File: src/rtl/core/bgd_pkg.sv
// shared types and constants of the button gesture detector
`timescale 1ns / 1ps
package bgd_pkg;

	localparam int MAX_BUTTONS = 8;
	localparam int THR_W       = 16;
	localparam int DT_W        = 16;
	localparam int CODE_W      = 4;
	localparam int IN_W        = DT_W + MAX_BUTTONS;
	localparam int GEST_W      = CODE_W * MAX_BUTTONS;
	localparam int OUT_W       = GEST_W + MAX_BUTTONS;
	localparam int CFG_IDX_W   = 3;
	localparam int CFG_DATA_W  = 16;

	typedef logic [CODE_W-1:0] phase_t;
	typedef logic [CODE_W-1:0] gesture_t;

	// phase codes
	localparam phase_t PH_REST      = 4'd0;
	localparam phase_t PH_DOWN1_DB  = 4'd1;
	localparam phase_t PH_DOWN1     = 4'd2;
	localparam phase_t PH_HOLD      = 4'd3;
	localparam phase_t PH_UP1_DB    = 4'd4;
	localparam phase_t PH_UP1       = 4'd5;
	localparam phase_t PH_PRESS1_DB = 4'd6;
	localparam phase_t PH_DOWN2_DB  = 4'd7;
	localparam phase_t PH_DOWN2     = 4'd8;
	localparam phase_t PH_UP2_DB    = 4'd9;
	localparam phase_t PH_PRESS2_DB = 4'd10;
	localparam phase_t PH_LAST_DB   = 4'd11;

	// gesture codes
	localparam gesture_t G_NONE       = 4'd0;
	localparam gesture_t G_DOWN       = 4'd1;
	localparam gesture_t G_UP         = 4'd2;
	localparam gesture_t G_CLICK      = 4'd3;
	localparam gesture_t G_DBL        = 4'd4;
	localparam gesture_t G_HOLD       = 4'd5;
	localparam gesture_t G_CLICKHOLD  = 4'd6;
	localparam gesture_t G_PRESS      = 4'd7;
	localparam gesture_t G_CLICKPRESS = 4'd8;

	// register indexes
	localparam logic [CFG_IDX_W-1:0] CFG_DEBOUNCE = 3'd0;
	localparam logic [CFG_IDX_W-1:0] CFG_HOLD     = 3'd1;
	localparam logic [CFG_IDX_W-1:0] CFG_PRESS    = 3'd2;
	localparam logic [CFG_IDX_W-1:0] CFG_DBL      = 3'd3;
	localparam logic [CFG_IDX_W-1:0] CFG_REPORT   = 3'd4;
	localparam logic [CFG_IDX_W-1:0] CFG_BTN_EN   = 3'd5;

	typedef struct packed {
		logic [THR_W-1:0] debounce;
		logic [THR_W-1:0] hold;
		logic [THR_W-1:0] press;
		logic [THR_W-1:0] dbl;
	} thr_t;

endpackage

File: src/rtl/core/bgd_lane.sv
// per-button phase machine with saturating timer
`timescale 1ns / 1ps
module bgd_lane #(
	parameter int TIME_WIDTH = 16
) (
	input  logic                          clk,
	input  logic                          arst_n,
	input  logic                          tick,
	input  logic                          en,
	input  logic                          level,
	input  logic [bgd_pkg::DT_W-1:0]      dt,
	input  bgd_pkg::thr_t                 thr,
	output bgd_pkg::gesture_t             gesture
);

	localparam int CMP_W = (TIME_WIDTH > bgd_pkg::THR_W) ? TIME_WIDTH : bgd_pkg::THR_W;
	localparam int SUM_W = CMP_W + 1;
	localparam logic [SUM_W-1:0] TIMER_MAX = SUM_W'({TIME_WIDTH{1'b1}});

	bgd_pkg::phase_t       phase_q;
	logic [TIME_WIDTH-1:0] timer_q;
	bgd_pkg::phase_t       phase_n;
	logic [TIME_WIDTH-1:0] timer_n;
	bgd_pkg::gesture_t     gest_n;
	logic [SUM_W-1:0]      sum;
	logic [TIME_WIDTH-1:0] sat;
	logic [CMP_W-1:0]      sat_c;
	logic                  ge_db, ge_hold, ge_press, ge_dbl;

	always_comb begin
		sum   = SUM_W'(timer_q) + SUM_W'(dt);
		sat   = (sum > TIMER_MAX) ? {TIME_WIDTH{1'b1}} : sum[TIME_WIDTH-1:0];
		sat_c = CMP_W'(sat);
		ge_db    = sat_c >= CMP_W'(thr.debounce);
		ge_hold  = sat_c >= CMP_W'(thr.hold);
		ge_press = sat_c >= CMP_W'(thr.press);
		ge_dbl   = sat_c >= CMP_W'(thr.dbl);
	end

	always_comb begin
		phase_n = phase_q;
		timer_n = timer_q;
		gest_n  = bgd_pkg::G_NONE;
		unique case (phase_q) inside
			bgd_pkg::PH_DOWN1_DB, bgd_pkg::PH_DOWN2_DB: begin
				timer_n = sat;
				if (ge_db) begin
					if (level) begin
						gest_n  = bgd_pkg::G_DOWN;
						phase_n = (phase_q == bgd_pkg::PH_DOWN1_DB) ?
							bgd_pkg::PH_DOWN1 : bgd_pkg::PH_DOWN2;
						timer_n = '0;
					end else begin
						phase_n = bgd_pkg::PH_REST;
					end
				end
			end
			bgd_pkg::PH_DOWN1, bgd_pkg::PH_DOWN2: begin
				timer_n = sat;
				if (ge_hold) begin
					gest_n  = (phase_q == bgd_pkg::PH_DOWN1) ?
						bgd_pkg::G_HOLD : bgd_pkg::G_CLICKHOLD;
					phase_n = bgd_pkg::PH_HOLD;
				end else if (!level) begin
					if (!ge_press)
						phase_n = (phase_q == bgd_pkg::PH_DOWN1) ?
							bgd_pkg::PH_UP1_DB : bgd_pkg::PH_UP2_DB;
					else
						phase_n = (phase_q == bgd_pkg::PH_DOWN1) ?
							bgd_pkg::PH_PRESS1_DB : bgd_pkg::PH_PRESS2_DB;
					timer_n = '0;
				end
			end
			bgd_pkg::PH_HOLD: begin
				if (!level) begin
					phase_n = bgd_pkg::PH_LAST_DB;
					timer_n = '0;
				end
			end
			bgd_pkg::PH_UP1_DB: begin
				timer_n = sat;
				if (ge_db) begin
					if (!level) begin
						gest_n  = bgd_pkg::G_UP;
						phase_n = bgd_pkg::PH_UP1;
						timer_n = '0;
					end else begin
						phase_n = bgd_pkg::PH_REST;
					end
				end
			end
			bgd_pkg::PH_UP1: begin
				timer_n = sat;
				if (level) begin
					phase_n = bgd_pkg::PH_DOWN2_DB;
					timer_n = '0;
				end else if (ge_dbl) begin
					phase_n = bgd_pkg::PH_REST;
					gest_n  = bgd_pkg::G_CLICK;
				end
			end
			bgd_pkg::PH_PRESS1_DB, bgd_pkg::PH_UP2_DB, bgd_pkg::PH_PRESS2_DB: begin
				timer_n = sat;
				if (ge_db) begin
					if (!level) begin
						if (phase_q == bgd_pkg::PH_PRESS1_DB)
							gest_n = bgd_pkg::G_PRESS;
						else if (phase_q == bgd_pkg::PH_UP2_DB)
							gest_n = bgd_pkg::G_DBL;
						else
							gest_n = bgd_pkg::G_CLICKPRESS;
					end
					phase_n = bgd_pkg::PH_REST;
				end
			end
			bgd_pkg::PH_LAST_DB: begin
				timer_n = sat;
				if (ge_db && !level) begin
					gest_n  = bgd_pkg::G_UP;
					phase_n = bgd_pkg::PH_REST;
					timer_n = '0;
				end
			end
			default: begin
				// rest, and any code outside the machine
				if (level) begin
					phase_n = bgd_pkg::PH_DOWN1_DB;
					timer_n = '0;
				end else begin
					phase_n = bgd_pkg::PH_REST;
				end
			end
		endcase
	end

	always_ff @(posedge clk or negedge arst_n) begin
		if (!arst_n) begin
			phase_q <= bgd_pkg::PH_REST;
			timer_q <= '0;
		end else if (tick) begin
			phase_q <= en ? phase_n : bgd_pkg::PH_REST;
			timer_q <= en ? timer_n : '0;
		end
	end

	assign gesture = en ? gest_n : bgd_pkg::G_NONE;

endmodule

File: src/rtl/core/bgd_merge.sv
// packs lane gestures into one result and buffers it in a two-entry output stage
`timescale 1ns / 1ps
module bgd_merge #(
	parameter int NUM_BUTTONS = 8
) (
	input  logic                         clk,
	input  logic                         arst_n,
	input  logic                         tick,
	input  logic                         report_en,
	input  bgd_pkg::gesture_t            lane_gest [NUM_BUTTONS],
	output logic                         s_tready,
	output logic                         m_tvalid,
	input  logic                         m_tready,
	output logic [bgd_pkg::OUT_W-1:0]    m_tdata
);

	logic [bgd_pkg::GEST_W-1:0]      gest_pack;
	logic [bgd_pkg::MAX_BUTTONS-1:0] rel_pack;
	logic [bgd_pkg::OUT_W-1:0]       out_q, skid_q;
	logic                            out_valid_q, skid_valid_q;

	always_comb begin
		gest_pack = '0;
		rel_pack  = '0;
		for (int b = 0; b < NUM_BUTTONS; b++) begin
			if (report_en) begin
				gest_pack[bgd_pkg::CODE_W*b +: bgd_pkg::CODE_W] = lane_gest[b];
				rel_pack[b] = (lane_gest[b] == bgd_pkg::G_PRESS) ||
					(lane_gest[b] == bgd_pkg::G_CLICKPRESS) ||
					(lane_gest[b] == bgd_pkg::G_DBL);
			end
		end
	end

	assign s_tready = !skid_valid_q;
	assign m_tvalid = out_valid_q;
	assign m_tdata  = out_q;

	always_ff @(posedge clk or negedge arst_n) begin
		if (!arst_n) begin
			out_valid_q  <= 1'b0;
			skid_valid_q <= 1'b0;
		end else if (!out_valid_q || m_tready) begin
			out_valid_q  <= skid_valid_q || tick;
			skid_valid_q <= 1'b0;
		end else if (tick) begin
			skid_valid_q <= 1'b1;
		end
	end

	always_ff @(posedge clk) begin
		if (!out_valid_q || m_tready) begin
			if (skid_valid_q)
				out_q <= skid_q;
			else if (tick)
				out_q <= {rel_pack, gest_pack};
		end else if (tick) begin
			skid_q <= {rel_pack, gest_pack};
		end
	end

endmodule

File: src/rtl/core/button_gesture_detector_top.sv
// top level of the button gesture detector: config registers, button lanes, merge
// Usage:
//   s_* carries one tick per transfer: elapsed milliseconds and the button levels.
//   m_* carries one result per tick: a 4-bit gesture code per button and a
//   mask of gestures that also count as a release.
//   cfg_we/cfg_index/cfg_data write the thresholds, report enable and button
//   enable; write only while no tick is in flight.
// Output: a result is registered into the output buffer when its tick transfers.
// Throughput: one tick per cycle while s_tready is high; each button lane updates its phase and
//   saturating timer in the cycle of the transfer, so ticks run back to back.
// Stall: a two-entry output buffer absorbs one extra tick while m_tready is
//   low; s_tready drops only when both entries are full.
// Reset: all buttons return to rest with zero timers, the output buffer
//   empties, and the registers return to 20/1000/300/250 ms, reporting on,
//   all buttons enabled.
`timescale 1ns / 1ps
module button_gesture_detector_top #(
	parameter int NUM_BUTTONS = 8,
	parameter int TIME_WIDTH  = 16
) (
	input  logic                              clk,
	input  logic                              arst_n,
	input  logic                              s_tvalid,
	output logic                              s_tready,
	input  logic [bgd_pkg::IN_W-1:0]          s_tdata,   // elapsed_ms, button_levels
	output logic                              m_tvalid,
	input  logic                              m_tready,
	output logic [bgd_pkg::OUT_W-1:0]         m_tdata,   // gestures, also_release
	input  logic                              cfg_we,
	input  logic [bgd_pkg::CFG_IDX_W-1:0]     cfg_index,
	input  logic [bgd_pkg::CFG_DATA_W-1:0]    cfg_data
);

	bgd_pkg::thr_t                   thr_q;
	logic                            report_en_q;
	logic [bgd_pkg::MAX_BUTTONS-1:0] btn_en_q;
	logic                            tick;
	logic [bgd_pkg::DT_W-1:0]        dt;
	logic [bgd_pkg::MAX_BUTTONS-1:0] levels;
	bgd_pkg::gesture_t               lane_gest [NUM_BUTTONS];

	always_ff @(posedge clk or negedge arst_n) begin
		if (!arst_n) begin
			thr_q.debounce <= 16'd20;
			thr_q.hold     <= 16'd1000;
			thr_q.press    <= 16'd300;
			thr_q.dbl      <= 16'd250;
			report_en_q    <= 1'b1;
			btn_en_q       <= 8'hFF;
		end else if (cfg_we) begin
			unique case (cfg_index)
				bgd_pkg::CFG_DEBOUNCE: thr_q.debounce <= cfg_data;
				bgd_pkg::CFG_HOLD:     thr_q.hold     <= cfg_data;
				bgd_pkg::CFG_PRESS:    thr_q.press    <= cfg_data;
				bgd_pkg::CFG_DBL:      thr_q.dbl      <= cfg_data;
				bgd_pkg::CFG_REPORT:   report_en_q    <= cfg_data[0];
				bgd_pkg::CFG_BTN_EN:   btn_en_q       <= cfg_data[bgd_pkg::MAX_BUTTONS-1:0];
				default: ;
			endcase
		end
	end

	assign tick   = s_tvalid && s_tready;
	assign dt     = s_tdata[bgd_pkg::DT_W-1:0];
	assign levels = s_tdata[bgd_pkg::IN_W-1:bgd_pkg::DT_W];

	for (genvar b = 0; b < NUM_BUTTONS; b++) begin : g_lane
		bgd_lane #(
			.TIME_WIDTH(TIME_WIDTH)
		) u_lane (
			.clk     (clk),
			.arst_n  (arst_n),
			.tick    (tick),
			.en      (btn_en_q[b]),
			.level   (levels[b]),
			.dt      (dt),
			.thr     (thr_q),
			.gesture (lane_gest[b])
		);
	end

	bgd_merge #(
		.NUM_BUTTONS(NUM_BUTTONS)
	) u_merge (
		.clk       (clk),
		.arst_n    (arst_n),
		.tick      (tick),
		.report_en (report_en_q),
		.lane_gest (lane_gest),
		.s_tready  (s_tready),
		.m_tvalid  (m_tvalid),
		.m_tready  (m_tready),
		.m_tdata   (m_tdata)
	);

endmodule

File: config.mk
export PLATFORM = sky130hd
export DESIGN_NAME = button_gesture_detector_top
export DESIGN_NICKNAME = d
export VERILOG_FILES = /design/src/rtl/core/bgd_pkg.sv /design/src/rtl/core/bgd_lane.sv /design/src/rtl/core/bgd_merge.sv /design/src/rtl/core/button_gesture_detector_top.sv
export SDC_FILE = /design/constraint.sdc
export NUM_CORES = 2
export LEC_CHECK = 0
export ABC_AREA = 1
export BUFFER_PORTS_ARGS = -buffer_cell sky130_fd_sc_hd__buf_2
export CORE_ASPECT_RATIO = 0.9
export CORE_MARGIN = 1
export CORE_UTILIZATION = 45
export CTS_BUF_LIST = sky130_fd_sc_hd__clkbuf_16
export DETAILED_ROUTE_END_ITERATION = 8
export GPL_ROUTABILITY_DRIVEN = 0
export PLACE_DENSITY = 0.61
export SETUP_SLACK_MARGIN = 0.15
export SKIP_LAST_GASP = 1
export SLEW_MARGIN = 10
export SYNTH_ARGS = -nofsm -noshare
export SYNTH_HDL_FRONTEND = slang
export SYNTH_SLANG_ARGS = --single-unit
File: constraint.sdc
create_clock -name clk -period 3.6 [get_ports clk]
set_input_delay 0 -clock clk [delete_from_list [all_inputs] [get_ports clk]]
set_output_delay 0 -clock clk [all_outputs]
set_load 0.01 [all_outputs]
== Yosys cells after proc, flatten, opt, wreduce, memory -nomap -nowiden ==
Index checks and enable logic that the tools add are counted.
Word-level totals
  register bits: 315
  logic and storage cells: 708
Cells by class
  add/sub/neg operators: 8
  magnitude comparators: 40
  equality and inequality tests: 181
  muxes and demuxes: 364
  bitwise operators: 1
  reductions and logical operators: 88
Operator list (number)
  16-bit two-way mux: 80
  16-bit one-hot mux with 7 select lines: 8
  4-bit two-way mux: 200
  16-bit greater-or-equal comparator: 32
  4-bit one-hot mux with 7 select lines: 8
  4-bit by 3-bit == test with 1-bit output (second input constant): 48
  4-bit one-hot mux with 6 select lines: 8
  4-bit == test (second input constant): 40
  16-bit by 16-bit adder with 17-bit output: 8
  17-bit by 16-bit greater-than comparator with 1-bit output (second input constant): 8
  40-bit two-way mux: 2
  3-bit by 2-bit != test with 1-bit output (second input constant): 24
  9-bit by 2-bit != test with 1-bit output (second input constant): 8
  4-bit by 2-bit == test with 1-bit output (second input constant): 16
  2-bit two-way mux: 32
  4-bit by 3-bit != test with 1-bit output (second input constant): 16
  8-bit AND reduction: 8
  3-bit != test (second input constant): 16
  4-bit by 1-bit == test with 1-bit output (second input constant): 8
  2-bit OR reduction: 16
  3-bit two-way mux: 8
  3-bit AND reduction: 8
  3-bit OR reduction: 8
  1-bit logical OR: 18
  10 further kinds: 54

== Logic depth before layout (Yosys ltp) ==
  word-level depth: 14
  gate-level depth with buffers: 35
  depth with buffers taken out: 35

== Hierarchy ==
Synthesis repeated with hierarchy kept, for this count alone.
Unflattened totals
  cells, all modules: 6158
  area, all modules: 39330.2 sq um
Modules (own cells, without submodules)
  bgd_lane (g_lane[1].u_lane ...): instances 3, cells an instance 689, area each 4105.2 sq um, sequential area each 500.5 sq um
  bgd_lane (g_lane[0].u_lane ...): instances 2, cells an instance 680, area each 4078.9 sq um, sequential area each 500.5 sq um
  bgd_lane (g_lane[3].u_lane): instances 1, cells an instance 690, area each 4107.7 sq um, sequential area each 500.5 sq um
  bgd_lane (g_lane[7].u_lane): instances 1, cells an instance 692, area each 4091.4 sq um, sequential area each 500.5 sq um
  bgd_lane (g_lane[6].u_lane): instances 1, cells an instance 680, area each 4080.2 sq um, sequential area each 500.5 sq um
  bgd_merge: instances 1, cells an instance 340, area each 3608.5 sq um, sequential area each 2452.4 sq um
  button_gesture_detector_top: instances 1, cells an instance 329, area each 2969.1 sq um, sequential area each 1860.5 sq um

== Least setup slack after synthesis ==
No wires, ideal clock.
  path kind: register -> register
  start point: register g_lane[3].u_lane.timer_q[0]
  end point: register g_lane[3].u_lane.timer_q[12]
  data arrival time: 3.728 ns
  slack: -0.193 ns
  stages on the path, launching flop included: 30
  path buffers: 1
  period minus slack after synthesis: 3.793 ns
  cell sequence: dfrtp_1 ha_1 inv_1 fa_1 inv_1 nand3_1 nand2_1 nand2_1 nand2_1 a21oi_1 o21ai_0 nand2_1 nand2_2 inv_1 o21ai_0 nor2_1 inv_1 ha_1 nand2_1 inv_1 nor2_1 o21ai_0 a21oi_1 nand3_1 nand2_1 inv_1 o2111ai_1 buf_4 nand2_1 nand2_1
Between the ends
  cells in the longest elaborated chain, start to end: 8
  elaborated cells between the ends (all ways): 14
  classes of those cells: 1 x add/sub; 3 x order compare; 9 x mux; 1 x reduce/logical
Ends and longest elaborated chain
  from (decl): RTL line bgd_lane.sv:21  | logic [TIME_WIDTH-1:0] timer_q;
  from (signal assigned): RTL line bgd_lane.sv:142  | timer_q <= en ? timer_n : '0;
  16-bit by 16-bit adder with 17-bit output *: RTL line bgd_lane.sv:31  | sum = SUM_W'(timer_q) + SUM_W'(dt);
  17-bit by 16-bit greater-than comparator with 1-bit output: RTL line bgd_lane.sv:32  | sat = (sum > TIMER_MAX) ? {TIME_WIDTH{1'b1}} : sum[TIME_WIDTH-1:0];
  16-bit two-way mux *: RTL line bgd_lane.sv:32
  16-bit greater-or-equal comparator: RTL line bgd_lane.sv:34  | ge_db = sat_c >= CMP_W'(thr.debounce);
  1-bit logical AND: RTL line bgd_lane.sv:118  | if (ge_db && !level) begin
  16-bit two-way mux: RTL line bgd_lane.sv:118
  16-bit one-hot mux with 7 select lines *: RTL line bgd_lane.sv:44  | unique case (phase_q) inside
  16-bit two-way mux *: RTL line bgd_lane.sv:142
Every way passes the cells marked *; elsewhere a longest branch is shown, timed or not.
A chain may end at the register's enable or synchronous reset.

== Worst setup path in the final report ==
  start point: register g_lane[6].u_lane.timer_q[0]
  end point: register u_merge.out_q (netlist bit u_merge.m_tdata[24]) (data pin)
Between the ends
  cells in the longest elaborated chain, start to end: 11
  elaborated cells between the ends (all ways): 17
  classes of those cells: 1 x add/sub; 4 x order compare; 12 x mux
Ends and longest elaborated chain
  from (decl): RTL line bgd_lane.sv:21
  from (signal assigned): RTL line bgd_lane.sv:142
  16-bit by 16-bit adder with 17-bit output *: RTL line bgd_lane.sv:31
  17-bit by 16-bit greater-than comparator with 1-bit output: RTL line bgd_lane.sv:32
  16-bit two-way mux *: RTL line bgd_lane.sv:32
  16-bit greater-or-equal comparator: RTL line bgd_lane.sv:37  | ge_dbl = sat_c >= CMP_W'(thr.dbl);
  2-bit two-way mux: RTL line bgd_lane.sv:97  | end else if (ge_dbl) begin
  4-bit two-way mux: RTL line bgd_lane.sv:94  | if (level) begin
  4-bit one-hot mux with 6 select lines *: RTL line bgd_lane.sv:44
  4-bit two-way mux *: RTL line bgd_lane.sv:146  | assign gesture = en ? gest_n : bgd_pkg::G_NONE;
  4-bit two-way mux *: RTL line bgd_merge.sv:26  | if (report_en) begin
  via u_merge.gest_pack (one bit): RTL line bgd_merge.sv:17  | logic [bgd_pkg::GEST_W-1:0] gest_pack;
  40-bit two-way mux *: RTL line bgd_merge.sv:55  | else if (tick)
  40-bit two-way mux *: RTL line bgd_merge.sv:53  | if (skid_valid_q)
  to (signal assigned): RTL line bgd_merge.sv:54  | out_q <= skid_q;
  to (signal assigned): RTL line bgd_merge.sv:56  | out_q <= {rel_pack, gest_pack};
  to (decl): RTL line bgd_merge.sv:19  | logic [bgd_pkg::OUT_W-1:0] out_q, skid_q;
The timed path passes the listed nets; every way through them passes the cells marked *. The select of a mux whose other input is x is not followed.

==> flow_metrics.env <==
export IMPL_vias=38100
export IMPL_slowest_delay_ns=0.37
export IMPL_first_pass_iters=7
export IMPL_finClkSkew_ns=0.0412
export IMPL_portBuffers=89
export IMPL_drtIter0Drc=3088
export IMPL_finalPower_mw=19.0
export IMPL_path_class="reg -> reg"
export IMPL_reg2reg_depth=29
export IMPL_final_core_util=0.646
export IMPL_cts_max_level=2
export IMPL_grt_antenna_before_repair=3
export IMPL_hold_class="in -> async"
export IMPL_layout_min_cycle_time_ns=4.20
export IMPL_pin_count=90
export IMPL_area_delta_synth_final_pct=42.1
export IMPL_grt_ovfl_total=0
export IMPL_fp_coreArea_um2=74800
export IMPL_syn_nets=5564
export IMPL_tightest_slew_ns=1.27
export IMPL_crit_path_frequent_cell="inv_2"
export IMPL_grt_max_degree=95
export IMPL_globalRouteTotalUtil=0.341
export IMPL_seq_area_frac_synth=0.244
export IMPL_hold_violations=4
export IMPL_post_drt_via_cell_ratio=5.57
export IMPL_async_flop_share=0.746
export IMPL_setup_viol=236
export IMPL_place_hpwl_um=99100
export IMPL_layout_common_cells="1189 x nand2_1, 766 x buf_4, 555 x ha_1"
export IMPL_p_leak_nw=24.7
export IMPL_die_x_um=292
export IMPL_synth_seq_cells=315
export IMPL_ys_types=59
export IMPL_nFillCells=6394
export IMPL_timing_final_max_slew_violations=0
export IMPL_fp_row_count=95
export IMPL_slew_headroom=0.152
export IMPL_ir_worst_vdd_uv=383
export IMPL_grt_first_pass_wirelength_um=203000
export IMPL_fin_nets=6526
export IMPL_rsz0062_at_grt="yes"
export IMPL_clock_latency_ns=0.62
export IMPL_diodes=0
export IMPL_grt_pass1_vias=35900
export IMPL_start_util=0.455
export IMPL_r2r_start="g_lane[6].u_lane.timer_q[0]"
export IMPL_drive_above_1_share=0.328
export IMPL_clock_root_buffer="clkbuf_16"
export IMPL_cp_max_fo=3
export IMPL_wl_um=137000
export IMPL_path_clk_slew_ns=0.06
export IMPL_synth_cells=4868
export IMPL_die_area_um2=76700
export IMPL_finalCritPeriodShare=1.17
export IMPL_numCtsBuffers=41
export IMPL_violations="negative hold slack, negative setup slack"
export IMPL_avgRoutedWirePerCell_um=20.0
export IMPL_required_ns=4.05
export IMPL_setup_ws_ns=-0.602
export IMPL_cp_data_arrival_time_ns=4.66
export IMPL_synth_main_ff_cell="dfrtp_1"
export IMPL_synth_area_um2=34000
export IMPL_ys_warn_count=0
export IMPL_die_h_um=263
export IMPL_cts_sinks=315
export IMPL_ant_nets=0
export IMPL_drv_cap=0
export IMPL_cp_end_kind="flop"
export IMPL_drc=0
export IMPL_reg2reg_slack_ns=-0.60
export IMPL_outcome="finished, violations left"
export IMPL_avgSynthCellArea_um2=6.99
export IMPL_clockBufferDepth=3
export IMPL_final_common_cell="nand2_1"
export IMPL_crit_path_start_kind="flop"
export IMPL_hold_slack_ns=-0.0262
export IMPL_slowest_stage="fa_2"
export IMPL_max_freq_mhz=238
export IMPL_cts_tree="yes"
export IMPL_synth_edff_count=80
export IMPL_power_density_nw_per_um2=393
export IMPL_r2r_end="u_merge.m_tdata[24]"
cell usage after synthesis, types with 5 or more instances:
cell / count / area (µm²)
buf_4: 5 / 37.5
o21ai_1: 10 / 50.1
o21ai_0: 296 / 1480
nor3_2: 6 / 60.1
a211oi_1: 18 / 135
nand2_2: 10 / 62.6
nor2_1: 438 / 1640
buf_6: 7 / 78.8
nand2_1: 1406 / 5280
inv_1: 565 / 2120
nand3_2: 5 / 50.1
edfxtp_1: 80 / 2400
o21a_1: 33 / 248
o22ai_1: 8 / 50.1
buf_2: 14 / 70.1
o211ai_1: 16 / 120
xor2_1: 34 / 298
nor2_2: 13 / 81.3
a21o_1: 8 / 60.1
o21bai_1: 32 / 240
nor3_1: 115 / 576
nor4_1: 6 / 37.5
nand3_1: 213 / 1070
and2_1: 5 / 31.3
nand3b_1: 21 / 158
nand4_1: 67 / 419
xnor2_1: 37 / 324
ha_1: 640 / 8010
dfstp_2: 27 / 709
o31ai_1: 9 / 67.6
or2_2: 14 / 87.6
fa_1: 8 / 160
o2111ai_1: 8 / 70.1
a21oi_1: 391 / 1960
clkbuf_1: 40 / 150
o311ai_0: 5 / 43.8
dfrtp_1: 208 / 5200
inv_2: 15 / 56.3
power by group:
group	total [mW]	internal, mW	switching [mW]
logic	10.3	4.07	6.25
registers	4.32	4.01	0.307
clock network	4.34	2.55	1.79
total	19.0	10.6	8.35
registers in the layout, indices dropped and copies added (netlist names):
register / flops
u_merge.m_tvalid: 1
u_merge.skid_valid_q: 1
thr_q: 64
g_lane.u_lane.phase_q: 32
btn_en_q: 8
g_lane.u_lane.timer_q: 128
report_en_q: 1
u_merge.m_tdata: 40
u_merge.skid_q: 40
final cells by class:
cell class,instances,area (µm²),share of cell area
clock buffers,42,1050,0.0217
clock inverters,30,327,0.00676
inverters,580,2230,0.0461
multi-input cells,3905,27300,0.566
flip-flops and latches,315,8320,0.172
well taps,970,1210,0.0251
repair buffers,987,7870,0.163
critical path: cells and delay by family, from the launching register on:
family / cells / cell delay (ns)
AO/OA/AOI/OAI: 4 / 0.62
adder cells (fa/ha/maj): 3 / 0.82
flip-flops: 1 / 0.35
AND/OR/NAND/NOR: 12 / 1.23
buffers and inverters: 9 / 0.90
XOR/XNOR: 1 / 0.09
worst max path at each step:
stage	from	to	slack, ns	cells past startpoint
3_3_place_gp	s_tdata[0]	u_merge.m_tdata[33]	-0.78	36
3_5_place_dp	s_tdata[0]	u_merge.m_tdata[33]	-0.75	36
6_report	g_lane[6].u_lane.timer_q[0]	u_merge.m_tdata[24]	-0.60	29
5_1_grt	g_lane[6].u_lane.timer_q[0]	u_merge.m_tdata[24]	-0.79	29
2_1_floorplan	g_lane[6].u_lane.timer_q[0]	g_lane[6].u_lane.timer_q[0]	0.12	24
4_1_cts	g_lane[3].u_lane.timer_q[0]	u_merge.m_tdata[35]	-0.48	32
metrics by stage:
step | instance area [µm²] | setup TNS [ns] | setup slack (ns) | cells
floorplan | 34400 | 0 | 0.116 | 4868
global placement | 41200 | -118.42 | -0.777 | 6557
detailed placement | 41200 | -129.69 | -0.750 | 6557
CTS | 45600 | -59.58 | -0.475 | 6744
global route | 48300 | -120.37 | -0.787 | 6829
finish | 48300 | -75.00 | -0.602 | 6829
cell families after synthesis:
family | synth area share
adder cells (fa/ha/maj) | 0.240
multiplexers | 0.000331
flip-flops | 0.244
XOR/XNOR | 0.0183
AND/OR/NAND/NOR | 0.284
AO/OA/AOI/OAI | 0.139
buffers and inverters | 0.0744
per-layer routing:
metal	vias to the layer above	GRT usage	share of wire
met3	447	0.0492	0.077
met1	17800	0.448	0.42
met5	-	0	0.000080
met2	1503	0.547	0.44
li1	18300	-	-
met4	2	0.170	0.062
what timing repair did:
action | in CTS | in global routing
hold buffers | 32 | 0
endpoints found under the hold margin | 183 | 0
buffers inserted | 80 | 86
pin swaps | 249 | 326
gates resized for setup | 520 | 547
endpoints found under the setup margin | 240 | 240
cloned | 3 | 0
Power figures use the tool's default switching activity.
